--- config.mk ---
export PLATFORM = sky130hd
export DESIGN_NAME = rtp_reorder_buffer_top_flat
export DESIGN_NICKNAME = d
export VERILOG_FILES = /design/src/design/rrb_pkg.sv /design/src/design/rrb_if.sv /design/src/design/rtp_reorder_buffer_top.sv /design/src/design/rrb_ram.sv /design/src/design/rrb_front.sv /design/src/design/rrb_engine.sv /design/src/flat_wrapper.sv
export SDC_FILE = /design/constraint.sdc
export NUM_CORES = 2
export LEC_CHECK = 0
export ABC_CLOCK_PERIOD_IN_PS = 13050
export BUFFER_PORTS_ARGS = -buffer_cell sky130_fd_sc_hd__buf_2
export CELL_PAD_IN_SITES_DETAIL_PLACEMENT = 0
export CELL_PAD_IN_SITES_GLOBAL_PLACEMENT = 1
export CORE_ASPECT_RATIO = 1.4
export CORE_MARGIN = 2
export CORE_UTILIZATION = 50
export DETAILED_ROUTE_END_ITERATION = 12
export GPL_TIMING_DRIVEN = 0
export MAX_ROUTING_LAYER = met4
export PLACE_DENSITY = 0.7
export SLEW_MARGIN = 20
export SYNTH_ARGS = -nofsm -noshare
export SYNTH_HDL_FRONTEND = slang
export SYNTH_SLANG_ARGS = --single-unit
--- constraint.sdc ---
create_clock -name clk -period 13.05 [get_ports clk]
set_input_delay 1.305 -clock clk [delete_from_list [all_inputs] [get_ports clk]]
set_output_delay 1.305 -clock clk [all_outputs]
set_load 0.01 [all_outputs]
--- src/design/rrb_pkg.sv ---
// Package for the RTP reorder buffer: status codes, engine states, config indices, shared structs.
// No dependencies.
package rrb_pkg;

  localparam int SeqBits    = 16;
  localparam int LenBits    = 11;
  localparam int HandleBits = 16;
  localparam int TimeBits   = 32;
  localparam int SkipBits   = 7;
  localparam int ResultCap  = 32;
  localparam int ResIdxBits = 5;
  localparam int ResCntBits = 6;
  localparam int EntryBits  = HandleBits + LenBits + 1;

  typedef enum logic [2:0] {
    ST_INORDER  = 3'd0,
    ST_CACHED   = 3'd1,
    ST_STALE    = 3'd2,
    ST_REANCHOR = 3'd3,
    ST_INVALID  = 3'd4
  } status_t;

  typedef enum logic [2:0] {
    S_IDLE,
    S_CLASSIFY,
    S_DRAIN_RD,
    S_DRAIN_WR,
    S_SKIP,
    S_FINISH,
    S_EMIT
  } eng_state_t;

  typedef enum logic [1:0] {
    CFG_GAP_TIMEOUT      = 2'd0,
    CFG_FALLBACK_TIMEOUT = 2'd1
  } cfg_reg_t;

  // classified item handed from front to engine
  typedef struct packed {
    logic [SeqBits-1:0]    seq_num;
    logic [LenBits-1:0]    pkt_len;
    logic [HandleBits-1:0] pkt_handle;
    logic                  gop_start;
    logic [TimeBits-1:0]   now_time;
    logic                  invalid;
  } cmd_t;

  typedef struct packed {
    logic                  has_packet;
    logic [HandleBits-1:0] handle;
    logic [LenBits-1:0]    len;
    logic                  gop;
  } res_t;

endpackage

--- src/design/rrb_if.sv ---
// Channel interfaces: packet input, result output and configuration writes.
// No dependencies.
interface rrb_pkt_if;
  logic        valid;
  logic        ready;
  logic [15:0] seq_num;
  logic [10:0] pkt_len;
  logic [15:0] pkt_handle;
  logic        gop_start;
  logic [31:0] now_time;
  modport source (output valid, seq_num, pkt_len, pkt_handle, gop_start, now_time,
                  input ready);
  modport sink (input valid, seq_num, pkt_len, pkt_handle, gop_start, now_time,
                output ready);
endinterface

interface rrb_res_if;
  logic        valid;
  logic        ready;
  logic        has_packet;
  logic [15:0] out_handle;
  logic [10:0] out_len;
  logic        out_gop_start;
  logic [2:0]  step_status;
  logic [6:0]  skipped_count;
  logic        last;
  modport source (output valid, has_packet, out_handle, out_len, out_gop_start,
                  step_status, skipped_count, last, input ready);
  modport sink (input valid, has_packet, out_handle, out_len, out_gop_start,
                step_status, skipped_count, last, output ready);
endinterface

interface rrb_cfg_if;
  logic        valid;
  logic        ready;
  logic [1:0]  index;
  logic [31:0] data;
  modport source (output valid, index, data, input ready);
  modport sink (input valid, index, data, output ready);
endinterface

--- src/design/rtp_reorder_buffer_top.sv ---
// Top level of the RTP reorder buffer: configuration registers, front end, engine.
// Depends on rrb_pkg, rrb_if, rrb_front, rrb_engine.
//
//  channel  | role | transfer when
//  pkt_in   | sink | pkt_in.valid && pkt_in.ready
//  res_out  | src  | res_out.valid && res_out.ready
//  cfg      | sink | cfg.valid (ready always high)
//
// One item at a time in the engine: it is taken from the queue (IDLE), classified
// (CLASSIFY), then each drained packet takes a read state and a write state (the slot RAM
// read is registered), and a final read finds the gap; each skipped number takes a SKIP
// state, then SKIP returns to the drain read; FINISH closes the item and EMIT shows one
// result per transfer on the output. Output stalls hold the engine; a two-deep input
// queue keeps accepting while results wait.
// Synchronous reset clears the slot valid bits at once.
module rtp_reorder_buffer_top #(
  parameter int SLOT_COUNT       = 32,
  parameter int MAX_PACKET_BYTES = 1500,
  parameter int HANDLE_BITS      = 16
) (
  input logic       clk,
  input logic       rst,
  rrb_pkt_if.sink   pkt_in,
  rrb_res_if.source res_out,
  rrb_cfg_if.sink   cfg
);
  logic [31:0]   gap_timeout, fallback_timeout, timeout;
  rrb_pkg::cmd_t cmd;
  logic          cmd_valid, cmd_ready;

  assign cfg.ready = 1'b1;
  assign timeout   = (gap_timeout != '0) ? gap_timeout : fallback_timeout;

  always_ff @(posedge clk) begin
    if (rst) begin
      gap_timeout      <= '0;
      fallback_timeout <= 32'd100;
    end else if (cfg.valid) begin
      case (cfg.index)
        rrb_pkg::CFG_GAP_TIMEOUT:      gap_timeout <= cfg.data;
        rrb_pkg::CFG_FALLBACK_TIMEOUT: fallback_timeout <= cfg.data;
        default: ;
      endcase
    end
  end

  rrb_front #(.MAX_PACKET_BYTES(MAX_PACKET_BYTES), .HANDLE_BITS(HANDLE_BITS)) u_front (
    .clk       (clk),
    .rst       (rst),
    .pkt_in    (pkt_in),
    .cmd       (cmd),
    .cmd_valid (cmd_valid),
    .cmd_ready (cmd_ready)
  );

  rrb_engine #(.SLOT_COUNT(SLOT_COUNT)) u_engine (
    .clk       (clk),
    .rst       (rst),
    .cmd       (cmd),
    .cmd_valid (cmd_valid),
    .cmd_ready (cmd_ready),
    .timeout   (timeout),
    .res_out   (res_out)
  );
endmodule

--- src/design/rrb_ram.sv ---
// Generic single-write, single-read RAM with registered read data.
// No dependencies.
module rrb_ram #(
  parameter int WIDTH = 28,
  parameter int DEPTH = 32
) (
  input  logic                     clk,
  input  logic                     we,
  input  logic [$clog2(DEPTH)-1:0] waddr,
  input  logic [WIDTH-1:0]         wdata,
  input  logic [$clog2(DEPTH)-1:0] raddr,
  output logic [WIDTH-1:0]         rdata
);
  logic [WIDTH-1:0] mem [DEPTH];

  always_ff @(posedge clk) begin
    if (we) begin
      mem[waddr] <= wdata;
    end
    rdata <= mem[raddr];
  end
endmodule

--- src/design/rrb_front.sv ---
// Front end: checks packet length, masks the handle and queues items (two deep).
// Depends on rrb_pkg and rrb_if.
module rrb_front #(
  parameter int MAX_PACKET_BYTES = 1500,
  parameter int HANDLE_BITS      = 16
) (
  input  logic          clk,
  input  logic          rst,
  rrb_pkt_if.sink       pkt_in,
  output rrb_pkg::cmd_t cmd,
  output logic          cmd_valid,
  input  logic          cmd_ready
);
  localparam logic [15:0] HandleMask =
    (HANDLE_BITS >= 16) ? 16'hFFFF : 16'((32'd1 << HANDLE_BITS) - 32'd1);

  rrb_pkg::cmd_t q [2];
  logic          wr_ptr, rd_ptr;
  logic [1:0]    count;
  rrb_pkg::cmd_t in_cmd;
  logic          push, pop;

  always_comb begin
    in_cmd.seq_num    = pkt_in.seq_num;
    in_cmd.pkt_len    = pkt_in.pkt_len;
    in_cmd.pkt_handle = pkt_in.pkt_handle & HandleMask;
    in_cmd.gop_start  = pkt_in.gop_start;
    in_cmd.now_time   = pkt_in.now_time;
    in_cmd.invalid    = (pkt_in.pkt_len == '0) ||
                        (pkt_in.pkt_len > 11'(MAX_PACKET_BYTES));
  end

  assign pkt_in.ready = (count != 2'd2);
  assign push         = pkt_in.valid && pkt_in.ready;
  assign cmd_valid    = (count != 2'd0);
  assign pop          = cmd_valid && cmd_ready;
  assign cmd          = q[rd_ptr];

  always_ff @(posedge clk) begin
    if (push) begin
      q[wr_ptr] <= in_cmd;
    end
    if (rst) begin
      wr_ptr <= 1'b0;
      rd_ptr <= 1'b0;
      count  <= 2'd0;
    end else begin
      if (push) wr_ptr <= ~wr_ptr;
      if (pop)  rd_ptr <= ~rd_ptr;
      count <= count + 2'(push) - 2'(pop);
    end
  end
endmodule

--- src/design/rrb_engine.sv ---
// Back end: sequence tracking, slot store, drain and gap skip, result buffer.
// Depends on rrb_pkg, rrb_if and rrb_ram.
module rrb_engine #(
  parameter int SLOT_COUNT = 32
) (
  input  logic          clk,
  input  logic          rst,
  input  rrb_pkg::cmd_t cmd,
  input  logic          cmd_valid,
  output logic          cmd_ready,
  input  logic [31:0]   timeout,
  rrb_res_if.source     res_out
);
  localparam int SlotBits = (SLOT_COUNT > 1) ? $clog2(SLOT_COUNT) : 1;
  localparam int PendBits = $clog2(SLOT_COUNT + 1);

  rrb_pkg::eng_state_t st, st_next;
  rrb_pkg::cmd_t       w;
  rrb_pkg::status_t    status;
  logic [15:0]         expected_seq;
  logic                anchored;
  logic [PendBits-1:0] pending;
  logic [31:0]         gap_start;
  logic [SLOT_COUNT-1:0] slot_valid;
  logic [6:0]          skipped;
  logic [PendBits-1:0] skip_cnt;
  logic                chk;
  logic [rrb_pkg::ResCntBits-1:0] n_res;
  logic [rrb_pkg::ResIdxBits-1:0] rd_idx;
  rrb_pkg::res_t       res_buf [rrb_pkg::ResultCap];

  logic [15:0]         exp_eff, seq_dist;
  logic [SlotBits-1:0] exp_slot, seq_slot;
  logic [31:0]         gap_eff;
  logic                ram_we;
  logic [rrb_pkg::EntryBits-1:0] ram_rdata, ram_wdata;
  rrb_pkg::res_t       ram_res, out_res;
  logic                out_last;

  assign exp_eff  = anchored ? expected_seq : w.seq_num;
  assign seq_dist = w.seq_num - exp_eff;
  assign exp_slot = expected_seq[SlotBits-1:0];
  assign seq_slot = w.seq_num[SlotBits-1:0];
  assign gap_eff  = (gap_start == '0) ? w.now_time : gap_start;
  assign ram_wdata = {w.gop_start, w.pkt_len, w.pkt_handle};
  assign ram_res  = '{has_packet: 1'b1, handle: ram_rdata[15:0],
                      len: ram_rdata[26:16], gop: ram_rdata[27]};
  assign ram_we   = (st == rrb_pkg::S_CLASSIFY) && !w.invalid && seq_dist != '0 &&
                    !seq_dist[15] && seq_dist < 16'(SLOT_COUNT);

  rrb_ram #(.WIDTH(rrb_pkg::EntryBits), .DEPTH(SLOT_COUNT)) u_slots (
    .clk   (clk),
    .we    (ram_we),
    .waddr (seq_slot),
    .wdata (ram_wdata),
    .raddr (exp_slot),
    .rdata (ram_rdata)
  );

  assign out_res  = res_buf[rd_idx];
  assign out_last = (6'(rd_idx) + 6'd1 == n_res);

  always_comb begin
    cmd_ready             = (st == rrb_pkg::S_IDLE);
    res_out.valid         = (st == rrb_pkg::S_EMIT);
    res_out.has_packet    = out_res.has_packet;
    res_out.out_handle    = out_res.handle;
    res_out.out_len       = out_res.len;
    res_out.out_gop_start = out_res.gop;
    res_out.step_status   = status;
    res_out.skipped_count = skipped;
    res_out.last          = out_last;
  end

  always_comb begin
    st_next = st;
    case (st)
      rrb_pkg::S_IDLE:     if (cmd_valid) st_next = rrb_pkg::S_CLASSIFY;
      rrb_pkg::S_CLASSIFY: begin
        if (w.invalid) st_next = rrb_pkg::S_FINISH;
        else if (seq_dist == '0) st_next = rrb_pkg::S_DRAIN_RD;
        else if (!seq_dist[15] && seq_dist < 16'(SLOT_COUNT) &&
                 (w.now_time - gap_eff >= timeout)) st_next = rrb_pkg::S_SKIP;
        else st_next = rrb_pkg::S_FINISH;
      end
      rrb_pkg::S_DRAIN_RD: begin
        if (slot_valid[exp_slot]) st_next = rrb_pkg::S_DRAIN_WR;
        else if (chk && pending != '0 && (w.now_time - gap_start >= timeout))
          st_next = rrb_pkg::S_SKIP;
        else st_next = rrb_pkg::S_FINISH;
      end
      rrb_pkg::S_DRAIN_WR: st_next = rrb_pkg::S_DRAIN_RD;
      rrb_pkg::S_SKIP: begin
        if (slot_valid[exp_slot] || skip_cnt == PendBits'(SLOT_COUNT))
          st_next = rrb_pkg::S_DRAIN_RD;
      end
      rrb_pkg::S_FINISH:   st_next = rrb_pkg::S_EMIT;
      rrb_pkg::S_EMIT:     if (res_out.ready && out_last) st_next = rrb_pkg::S_IDLE;
      default:             st_next = rrb_pkg::S_IDLE;
    endcase
  end

  always_ff @(posedge clk) begin
    if (rst) st <= rrb_pkg::S_IDLE;
    else     st <= st_next;
  end

  always_ff @(posedge clk) begin
    if (st == rrb_pkg::S_IDLE && cmd_valid) w <= cmd;
    if (rst) begin
      expected_seq <= '0;
      anchored     <= 1'b0;
      pending      <= '0;
      gap_start    <= '0;
      slot_valid   <= '0;
      skipped      <= '0;
      skip_cnt     <= '0;
      chk          <= 1'b0;
      n_res        <= '0;
      rd_idx       <= '0;
      status       <= rrb_pkg::ST_INVALID;
    end else begin
      case (st)
        rrb_pkg::S_IDLE: begin
          n_res    <= '0;
          rd_idx   <= '0;
          skipped  <= '0;
          skip_cnt <= '0;
          chk      <= 1'b0;
        end
        rrb_pkg::S_CLASSIFY: begin
          if (w.invalid) begin
            status <= rrb_pkg::ST_INVALID;
          end else begin
            anchored <= 1'b1;
            if (seq_dist == '0) begin
              status       <= rrb_pkg::ST_INORDER;
              res_buf[0]   <= '{1'b1, w.pkt_handle, w.pkt_len, w.gop_start};
              n_res        <= 6'd1;
              expected_seq <= exp_eff + 16'd1;
              chk          <= 1'b1;
            end else if (!seq_dist[15] && seq_dist >= 16'(SLOT_COUNT)) begin
              // re-anchor: flush the store and restart on this packet
              status       <= rrb_pkg::ST_REANCHOR;
              slot_valid   <= '0;
              pending      <= '0;
              gap_start    <= '0;
              res_buf[0]   <= '{1'b1, w.pkt_handle, w.pkt_len, w.gop_start};
              n_res        <= 6'd1;
              expected_seq <= w.seq_num + 16'd1;
            end else if (!seq_dist[15]) begin
              status               <= rrb_pkg::ST_CACHED;
              slot_valid[seq_slot] <= 1'b1;
              if (!slot_valid[seq_slot]) pending <= pending + PendBits'(1);
              gap_start            <= gap_eff;
            end else begin
              status <= rrb_pkg::ST_STALE;
            end
          end
        end
        rrb_pkg::S_DRAIN_RD: begin
          if (!slot_valid[exp_slot]) begin
            if (pending == '0) gap_start <= '0;
            chk <= 1'b0;
          end
        end
        rrb_pkg::S_DRAIN_WR: begin
          if (n_res < 6'(rrb_pkg::ResultCap)) begin
            res_buf[n_res[rrb_pkg::ResIdxBits-1:0]] <= ram_res;
            n_res <= n_res + 6'd1;
          end
          slot_valid[exp_slot] <= 1'b0;
          if (pending != '0) pending <= pending - PendBits'(1);
          expected_seq <= expected_seq + 16'd1;
        end
        rrb_pkg::S_SKIP: begin
          chk <= 1'b0;
          if (!slot_valid[exp_slot] && skip_cnt != PendBits'(SLOT_COUNT)) begin
            expected_seq <= expected_seq + 16'd1;
            skipped      <= skipped + 7'd1;
            skip_cnt     <= skip_cnt + PendBits'(1);
          end
        end
        rrb_pkg::S_FINISH: begin
          // status-only result when nothing was emitted
          if (n_res == '0) begin
            res_buf[0] <= '0;
            n_res      <= 6'd1;
          end
        end
        rrb_pkg::S_EMIT: begin
          if (res_out.ready && !out_last) rd_idx <= rd_idx + rrb_pkg::ResIdxBits'(1);
        end
        default: ;
      endcase
    end
  end
endmodule

--- src/flat_wrapper.sv ---
// flat-port wrapper written by rule: the top's interface ports become plain ports
module rtp_reorder_buffer_top_flat 
#(
  parameter int SLOT_COUNT       = 32,
  parameter int MAX_PACKET_BYTES = 1500,
  parameter int HANDLE_BITS      = 16
)
  (clk, rst, pkt_in_valid, pkt_in_seq_num, pkt_in_pkt_len, pkt_in_pkt_handle, pkt_in_gop_start, pkt_in_now_time, pkt_in_ready, res_out_valid, res_out_has_packet, res_out_out_handle, res_out_out_len, res_out_out_gop_start, res_out_step_status, res_out_skipped_count, res_out_last, res_out_ready, cfg_valid, cfg_index, cfg_data, cfg_ready);
  rrb_pkt_if pkt_in_i ();
  rrb_res_if res_out_i ();
  rrb_cfg_if cfg_i ();
  input logic clk;
  input logic rst;
  input wire logic [$bits(pkt_in_i.valid)-1:0] pkt_in_valid;
  input wire logic [$bits(pkt_in_i.seq_num)-1:0] pkt_in_seq_num;
  input wire logic [$bits(pkt_in_i.pkt_len)-1:0] pkt_in_pkt_len;
  input wire logic [$bits(pkt_in_i.pkt_handle)-1:0] pkt_in_pkt_handle;
  input wire logic [$bits(pkt_in_i.gop_start)-1:0] pkt_in_gop_start;
  input wire logic [$bits(pkt_in_i.now_time)-1:0] pkt_in_now_time;
  output wire logic [$bits(pkt_in_i.ready)-1:0] pkt_in_ready;
  output wire logic [$bits(res_out_i.valid)-1:0] res_out_valid;
  output wire logic [$bits(res_out_i.has_packet)-1:0] res_out_has_packet;
  output wire logic [$bits(res_out_i.out_handle)-1:0] res_out_out_handle;
  output wire logic [$bits(res_out_i.out_len)-1:0] res_out_out_len;
  output wire logic [$bits(res_out_i.out_gop_start)-1:0] res_out_out_gop_start;
  output wire logic [$bits(res_out_i.step_status)-1:0] res_out_step_status;
  output wire logic [$bits(res_out_i.skipped_count)-1:0] res_out_skipped_count;
  output wire logic [$bits(res_out_i.last)-1:0] res_out_last;
  input wire logic [$bits(res_out_i.ready)-1:0] res_out_ready;
  input wire logic [$bits(cfg_i.valid)-1:0] cfg_valid;
  input wire logic [$bits(cfg_i.index)-1:0] cfg_index;
  input wire logic [$bits(cfg_i.data)-1:0] cfg_data;
  output wire logic [$bits(cfg_i.ready)-1:0] cfg_ready;
  assign pkt_in_i.valid = pkt_in_valid;
  assign pkt_in_i.seq_num = pkt_in_seq_num;
  assign pkt_in_i.pkt_len = pkt_in_pkt_len;
  assign pkt_in_i.pkt_handle = pkt_in_pkt_handle;
  assign pkt_in_i.gop_start = pkt_in_gop_start;
  assign pkt_in_i.now_time = pkt_in_now_time;
  assign pkt_in_ready = pkt_in_i.ready;
  assign res_out_valid = res_out_i.valid;
  assign res_out_has_packet = res_out_i.has_packet;
  assign res_out_out_handle = res_out_i.out_handle;
  assign res_out_out_len = res_out_i.out_len;
  assign res_out_out_gop_start = res_out_i.out_gop_start;
  assign res_out_step_status = res_out_i.step_status;
  assign res_out_skipped_count = res_out_i.skipped_count;
  assign res_out_last = res_out_i.last;
  assign res_out_i.ready = res_out_ready;
  assign cfg_i.valid = cfg_valid;
  assign cfg_i.index = cfg_index;
  assign cfg_i.data = cfg_data;
  assign cfg_ready = cfg_i.ready;
  rtp_reorder_buffer_top #(.SLOT_COUNT(SLOT_COUNT), .MAX_PACKET_BYTES(MAX_PACKET_BYTES), .HANDLE_BITS(HANDLE_BITS)) u_core (.clk(clk), .rst(rst), .pkt_in(pkt_in_i), .res_out(res_out_i), .cfg(cfg_i));
endmodule
=== Word level (Yosys, flattened, before mapping) ===
Memory sizes are Yosys's and may differ from the RTL's. A register that Yosys moved wholly into a read port is not among the register bits.
Index checks and enable logic that the tools add are counted.

* Add/sub/neg operators: 15
* Shifts and indexed selects: 0
* Reduce and logical (&&, ||, !) cells: 54
* Eq/ne operators: 27
* $mul: 0
* Div/mod/pow operators: 0
* Mux-type cells: 94
* Magnitude comparators: 10
* Bitwise logic cells: 8

{| class="wikitable"
|+ Operators with widths
! operator !! count
|-
| two-way mux 32 bit || 12
|-
| one-hot mux 32 bit (2 select lines) || 2
|-
| two-way mux 29 bit || 3
|-
| two-way mux 16 bit || 5
|-
| two-way mux 6 bit || 12
|-
| >= comparator 32 bit || 2
|-
| subtractor 32 bit || 2
|-
| adder 16 x 1 -> 16 bit, second input constant || 3
|-
| one-hot mux 16 bit (3 select lines) || 1
|-
| two-way mux 1 bit || 33
|-
| bitwise AND 32 bit || 1
|-
| zero test 32 bit || 1
|-
| NOT 32 bit || 1
|-
| OR 32 bit || 1
|-
| nonzero test 32 bit || 1
|-
| OR reduction 29 bit || 1
|-
| one-hot mux 6 bit (2 select lines) || 2
|-
| one-hot mux 6 bit (4 select lines) || 1
|-
| != test 2 bit, second input constant || 11
|-
| two-way mux 3 bit || 7
|-
| one-hot mux 3 bit (7 select lines) || 1
|-
| two-way mux 5 bit || 4
|-
| adder 6 x 1 -> 6 bit, second input constant || 3
|-
| >= comparator 16 x 6 -> 1 bit, second input constant || 1
|-
| other kinds (51) || 97
|}

* Memory bits (read-only): 0
* Flip-flop bits (word level): 186
* Word-level logic and storage cells: 228
* Latch bits: 0
* Input bits: 115
* Output and inout bits: 43
* Memories: 3
* RAM bits: 1978

{| class="wikitable"
|+ Memories
! memory !! words !! bits a word !! read ports !! clocked after Yosys merged registers in !! wr ports !! line !! RTL
|-
| u_core.u_engine.res_buf || 32 || 29 || 1 || 1 || 1 || rrb_engine.sv:30 || <nowiki>rrb_pkg::res_t res_buf [rrb_pkg::ResultCap];</nowiki>
|-
| u_core.u_engine.u_slots.mem || 32 || 28 || 1 || 1 || 1 || rrb_ram.sv:14 || <nowiki>logic [WIDTH-1:0] mem [DEPTH];</nowiki>
|-
| u_core.u_front.q || 2 || 77 || 1 || 1 || 1 || rrb_front.sv:17 || <nowiki>rrb_pkg::cmd_t q [2];</nowiki>
|}

=== Longest topological paths before layout ===
* Word-level depth: 13
* Depth in mapped cells: 29
* Mapped depth without buffers: 28

=== Cells and area by module ===
From an unflattened synthesis, not the netlist that was laid out.

* Cells, all modules: 5767
* Area total of the unflattened synthesis: 94745.9 µm²

{| class="wikitable"
|+ By module, submodules not included
! module !! area each (µm²) !! instances !! cells each !! seq. area each (µm²)
|-
| rrb_engine || 50270.7 || 1 || 3118 || 32641.3
|-
| rrb_ram || 35447.7 || 1 || 1984 || 27466.3
|-
| rrb_front || 5982.0 || 1 || 273 || 4724.5
|-
| rtp_reorder_buffer_top || 3045.4 || 1 || 392 || 1281.2
|}

=== Least setup slack after synthesis ===
No wires, ideal clock.

* Kind: reg-to-reg
* Start: register u_core.u_engine.gap_start[24]
* End: register u_core.u_engine.st[0]
* Clock period less this slack: 5.857 ns
* Required time: 12.921 ns
* Data arrival time: 5.728 ns
* Cell stages (with the launch flop): 28
* Path buffers: 1
* Path slack: 7.193 ns
* Library setup time: 0.129 ns
* Cells stage by stage: dfxtp_1 -> nor4_1 -> nand4_1 -> nor2_1 -> clkbuf_1 -> a21oi_1 -> ha_1 -> o21a_1 -> o31a_1 -> o41a_1 -> a2111oi_0 -> o21bai_1 -> a2111oi_2 -> o31ai_1 -> a21o_1 -> a21o_1 -> a21o_1 -> a21oi_1 -> xnor2_1 -> ha_1 -> nand4_1 -> or3_1 -> nor3_1 -> nand3_1 -> a21oi_1 -> nor4_1 -> nor4_1 -> nor3_1

* Word-level cells in the longest chain between the ends: 9
* Elaborated cells on any way between the ends: 14
* Classes of those cells: 2 x add/sub; 2 x order compare; 7 x mux; 3 x reduce/logical

{| class="wikitable"
|+ RTL lines
! element !! line !! RTL
|-
| from (decl) || rrb_engine.sv:23 || <nowiki>logic [31:0] gap_start;</nowiki>
|-
| from (signal assigned) || rrb_engine.sv:155 || <nowiki>gap_start <= gap_eff;</nowiki>
|-
| zero test 32 bit || rrb_engine.sv:44 || <nowiki>assign gap_eff = (gap_start == '0) ? w.now_time : gap_start;</nowiki>
|-
| two-way mux 32 bit || rrb_engine.sv:44 ||
|-
| subtractor 32 bit || rrb_engine.sv:83 || <nowiki>(w.now_time - gap_eff >= timeout)) st_next = rrb_pkg::S_SKIP;</nowiki>
|-
| >= comparator 32 bit || rrb_engine.sv:83 ||
|-
| logical AND 1 bit || rrb_engine.sv:82 || <nowiki>else if (!seq_dist[15] && seq_dist < 16'(SLOT_COUNT) &&</nowiki>
|-
| two-way mux 1 bit || rrb_engine.sv:82 ||
|-
| two-way mux 3 bit || rrb_engine.sv:81 || <nowiki>else if (seq_dist == '0) st_next = rrb_pkg::S_DRAIN_RD;</nowiki>
|-
| two-way mux 3 bit || rrb_engine.sv:80 || <nowiki>if (w.invalid) st_next = rrb_pkg::S_FINISH;</nowiki>
|-
| one-hot mux 3 bit (7 select lines) (*) || rrb_engine.sv:77 || <nowiki>case (st)</nowiki>
|-
| to (signal assigned) || rrb_engine.sv:104 || <nowiki>if (rst) st <= rrb_pkg::S_IDLE;</nowiki>
|-
| to (signal assigned) || rrb_engine.sv:105 || <nowiki>else st <= st_next;</nowiki>
|-
| to (decl) || rrb_engine.sv:17 || <nowiki>rrb_pkg::eng_state_t st, st_next;</nowiki>
|}

Every way passes the cells marked *; elsewhere a longest branch is shown, timed or not.
A chain may end at the register's enable or synchronous reset.

=== Final worst setup path ===
* Start: register u_core.u_engine.expected_seq[1]
* End: register u_core.u_engine.expected_seq[14]

* Word-level cells in the longest chain between the ends: 6
* Elaborated cells on any way between the ends: 19
* Classes of those cells: 3 x add/sub; 1 x order compare; 2 x eq/ne; 7 x mux; 6 x reduce/logical

{| class="wikitable"
|+ RTL lines
! element !! line !! RTL
|-
| from (decl) || rrb_engine.sv:20 || <nowiki>logic [15:0] expected_seq;</nowiki>
|-
| from (signal assigned) || rrb_engine.sv:140 || <nowiki>expected_seq <= exp_eff + 16'd1;</nowiki>
|-
| from (signal assigned) || rrb_engine.sv:150 || <nowiki>expected_seq <= w.seq_num + 16'd1;</nowiki>
|-
| from (signal assigned) || rrb_engine.sv:174 || <nowiki>expected_seq <= expected_seq + 16'd1;</nowiki>
|-
| two-way mux 16 bit / binary-select mux 1 bit (select 5 bit) (equally long branches) || rrb_engine.sv:40, rrb_engine.sv:178 ||
|-
| subtractor 16 bit / two-way mux 1 bit (equally long branches) || rrb_engine.sv:41, rrb_engine.sv:178 ||
|-
| >= comparator 16 x 6 -> 1 bit, or another cell as far along || rrb_engine.sv:142 || <nowiki>end else if (!seq_dist[15] && seq_dist >= 16'(SLOT_COUNT)) begin</nowiki>
|-
| logical AND 1 bit, or another cell as far along || rrb_engine.sv:142 ||
|-
| != test 3 x 1 -> 1 bit (no line), or another cell as far along || -- ||
|-
| AND reduction 4 bit (no line) / one-hot mux 16 bit (3 select lines) (equally long branches) || -- ||
|}

Parallel ways exist; a longest one is shown, timed or not. The select of a mux whose other input is x is not followed.

==> impl_metrics.json <==
{
  "avgSynthCellArea_um2": 18.2,
  "power_density_nw_per_um2": 230,
  "tightest_slew_ns": 1.28,
  "async_flop_share": 0,
  "fin_util": 0.579,
  "cp_max_fo": 10,
  "synth_area_leaders": "edfxtp_1, mux4_2, dfxtp_1",
  "p_seq_frac": 0.384,
  "wl_um": 250000,
  "hpwl_um": 174000,
  "pwr-share-comb": 0.364,
  "seq_area_frac_synth": 0.718,
  "grt_overflow": 0,
  "ys_types": 73,
  "relSlewSlack": 0.149,
  "swShare": 0.350,
  "yosysTopAreaCell": "edfxtp_1",
  "required_ns": 13.75,
  "switchingPower_mw": 8.56,
  "place_congestion": 0.858,
  "whs_ns": 0.454,
  "slowest_delay_ns": 0.85,
  "drive_above_1_share": 0.246,
  "clock_skew_ns": 0.0564,
  "rows": 186,
  "synth_ff_type": "edfxtp_1",
  "synth_top_cell_area_share": 0.670,
  "rsz0062_at_grt": "no",
  "ir_drop_mv": 0.224,
  "root_buffer": "clkbuf_16",
  "die_w_um": 367,
  "placed_cells": 7759,
  "wl_per_cell_um": 30.6,
  "io_buffers": 156,
  "die_area_um2": 188000,
  "drtIter0Drc": 5096,
  "final_net_count": 5812,
  "power.leakage_nw": 33.5,
  "cts.path.max_buffers": 3,
  "coreArea_um2": 183000,
  "synth_nets": 5326,
  "finalCriticalPeriod_ns": 8.63,
  "fmax_mhz": 116,
  "globalRouteMet3Util": 0.0349,
  "synth_cells": 5057,
  "synth-edff-count": 2055,
  "clk_pin_slew_worst_paths_ns": 0.07,
  "cts_buffers": 207,
  "grt_antenna_before_repair": 6,
  "postCtsSetupRepairBufs": 0,
  "pin_count": 158,
  "path_class": "reg -> reg",
  "fin_crit_sh": 0.661,
  "hold_viol": 0,
  "start_util": 0.503,
  "drc_errors": 0,
  "grt_pass1_wl_um": 356000,
  "maxCapViolCount": 0,
  "synth_area_um2": 92100,
  "met1_usage": 0.327,
  "p_clk_frac": 0.251,
  "synth_seq_cells": 2274,
  "pre_cts_ws_ns": 4.41,
  "vias": 50334,
  "h-tree-depth": 4,
  "hold_path_class": "reg -> reg",
  "grt_max_degree": 45,
  "grt_usage": 0.273,
  "drt-vias-per-instance": 6.16,
  "setup_ws_ns": 4.42,
  "grt_pass1_vias": 50985,
  "status": "finished clean",
  "clk_latency_ns": 0.88,
  "endpoint_kind": "flop",
  "cts_tree": "yes",
  "yosysWarnings": 0,
  "cts_hold_buffers": 0,
  "final_antenna_net_count": 0,
  "top_usage_layer": "met2",
  "cts_resized": 0,
  "layout-area-overhead-vs-synth_pct": 15.3,
  "internal_power_mw": 15.9,
  "layoutNonFillerInstCount": 8168,
  "worst_setup_path_start_kind": "flop",
  "clock_sinks": 2274,
  "dr.pass1.iters": 5,
  "crit_arrival_ns": 9.33,
  "grt_use_met2": 0.475,
  "crit_slowest_cell": "clkbuf_1",
  "setup_viol": 0,
  "crit_top_cell": "clkbuf_1",
  "cp_cell_sequence": "clkbuf_1, buf_1, clkbuf_1, mux2i_1, ha_1, nor2b_1, o31ai_2, a21oi_1, mux2_2, nor4_1, nand4_1, a2111oi_4, a31oi_4, buf_6, clkbuf_1, mux2_2, ha_1, nand3_1, nor3_1, mux2i_1, o21a_1, o21ai_0, a21oi_1",
  "die_h_um": 512,
  "fin_setup_tns_ns": 0,
  "finalMaxSlewViolations": 0
}
Yosys cell counts, drive strengths merged, types with 4 or more instances:
| cell | instances |
|---|---|
| mux4 | 530 |
| and4 | 4 |
| a22oi | 112 |
| edfxtp | 2055 |
| a2111oi | 5 |
| dfxtp | 219 |
| nor3b | 9 |
| nor4 | 24 |
| o21ai | 136 |
| mux2i | 27 |
| clkbuf | 185 |
| a21oi | 299 |
| o2111ai | 14 |
| mux2 | 114 |
| ha | 152 |
| o21a | 23 |
| or4 | 4 |
| nor2 | 218 |
| or3 | 10 |
| o211ai | 4 |
| nand3b | 13 |
| and3 | 20 |
| nand2b | 27 |
| nand2 | 222 |
| xnor2 | 53 |
| o22ai | 13 |
| o31ai | 11 |
| nand4b | 5 |
| nand4 | 46 |
| inv | 68 |
| buf | 75 |
| a21o | 50 |
| and2 | 7 |
| a311oi | 4 |
| a22o | 28 |
| a31oi | 16 |
| nor2b | 35 |
| or3b | 6 |
| or2 | 6 |
| o21bai | 8 |
| a211oi | 14 |
| xor2 | 36 |
| nand3 | 53 |
| nor3 | 62 |
placed cells by master, fill, tap and decap left out, types with 30 or more instances in the layout:
cell,synthesis,layout
o21ai_0,134,134
buf_2,14,191
nand4_1,46,46
clkbuf_1,185,227
nand3_1,53,53
dfxtp_1,219,219
buf_16,0,53
clkbuf_16,0,210
nand2_1,222,222
nor2_4,0,65
nor2b_1,35,35
ha_1,152,152
xor2_1,36,36
a22oi_1,112,112
mux2_2,114,114
a21o_1,50,50
nor3_1,62,62
xnor2_1,53,53
a21oi_1,297,297
nor2_1,218,151
inv_1,68,68
clkbuf_2,0,30
buf_12,0,46
edfxtp_1,2055,2055
clkinv_2,0,31
mux4_2,530,530
power groups by stage:
stage / combinational, mW / sequential, mW / clock [mW]
floorplan: 6.06 / 9.44 / 0
global placement: 8.51 / 9.71 / 0
detailed placement: 8.70 / 9.69 / 0
CTS: 8.74 / 9.53 / 6.22
global route: 9.84 / 9.42 / 6.48
finish: 8.90 / 9.38 / 6.14
final cells by class:
cell class,instances,area (um^2)
Antenna cell,3,7.51
Fill cell,13733,77000
Inverter,68,255
Buffer,260,1080
Timing Repair Buffer,277,3480
Multi-Input combinational cell,2455,25200
Clock buffer,292,5750
Tap cell,2444,3060
Sequential cell,2274,66100
Clock inverter,95,1130
per-stage QoR:
stage                     cell area [um^2]  power (mW)
after floorplan                      92100        15.5
after global placement               95900        18.2
after detailed placement             98900        18.4
after CTS                           106000        24.5
after global routing                106000        25.7
final                               106000        24.4
logic make-up (layout without fill, tap and decap cells):
logic type / after synthesis / in the layout / share of synthesized area
flip-flops: 2274 / 2274 / 0.718
AND/OR/NAND/NOR: 777 / 777 / 0.0402
AO/OA/AOI/OAI: 763 / 763 / 0.0519
multiplexers: 671 / 671 / 0.147
buffers and inverters: 328 / 992 / 0.0138
adder cells (fa/ha/maj): 154 / 154 / 0.0211
XOR/XNOR: 89 / 89 / 0.00847
other: 1 / 4 / 0.0000407
per-layer routing:
metal | vias to the layer above | share of wire | wire length (um)
met5 | - | 0 | 0
met4 | 0 | 0.040 | 9870
met3 | 512 | 0.060 | 14900
met2 | 1945 | 0.53 | 132000
met1 | 26353 | 0.37 | 93100
li1 | 21524 | - | -
path summary, 6_finish.rpt:
kind	cells after the start	endpoint	start	slack, ns
hold reg to reg	2	u_core.fallback_timeout[18]$_SDFFE_PP0P_	u_core.fallback_timeout[18]$_SDFFE_PP0P_	0.45
setup / recovery	23	u_core.u_engine.expected_seq[14]$_SDFFE_PP0P_	u_core.u_engine.expected_seq[1]$_SDFFE_PP0P_	4.42
setup reg to reg	23	u_core.u_engine.expected_seq[14]$_SDFFE_PP0P_	u_core.u_engine.expected_seq[1]$_SDFFE_PP0P_	4.42
hold / removal	2	u_core.fallback_timeout[18]$_SDFFE_PP0P_	u_core.fallback_timeout[18]$_SDFFE_PP0P_	0.45
worst max-delay path, delay by kind of cell, from the launching register on:
kind                       cells  cell delay (ns)
DFF                            1             0.47
AOI/OAI and AO/OA              7             1.95
and+or+nand+nor                5             1.66
muxes                          4             1.19
buffers and inverters          5             2.66
adders and majority gates      2             0.52
registers in the layout, indices dropped and copies added, names as in the netlist, 6 cells and up, named ones only:
signal / cells
u_core.u_engine.res_buf: 928
u_core.u_front.q: 154
u_core.fallback_timeout: 32
u_core.u_engine.gap_start: 32
u_core.u_engine.u_slots.rdata: 28
u_core.u_engine.pending: 6
u_core.u_engine.u_slots.mem: 896
u_core.u_engine.n_res: 6
u_core.u_engine.expected_seq: 16
u_core.u_engine.ram_wdata: 28
u_core.u_engine.w: 44
u_core.u_engine.skip_cnt: 6
u_core.gap_timeout: 32
u_core.u_engine.slot_valid: 32
u_core.u_engine.res_out.skipped_count: 7
(Power assumes the default switching activity.)
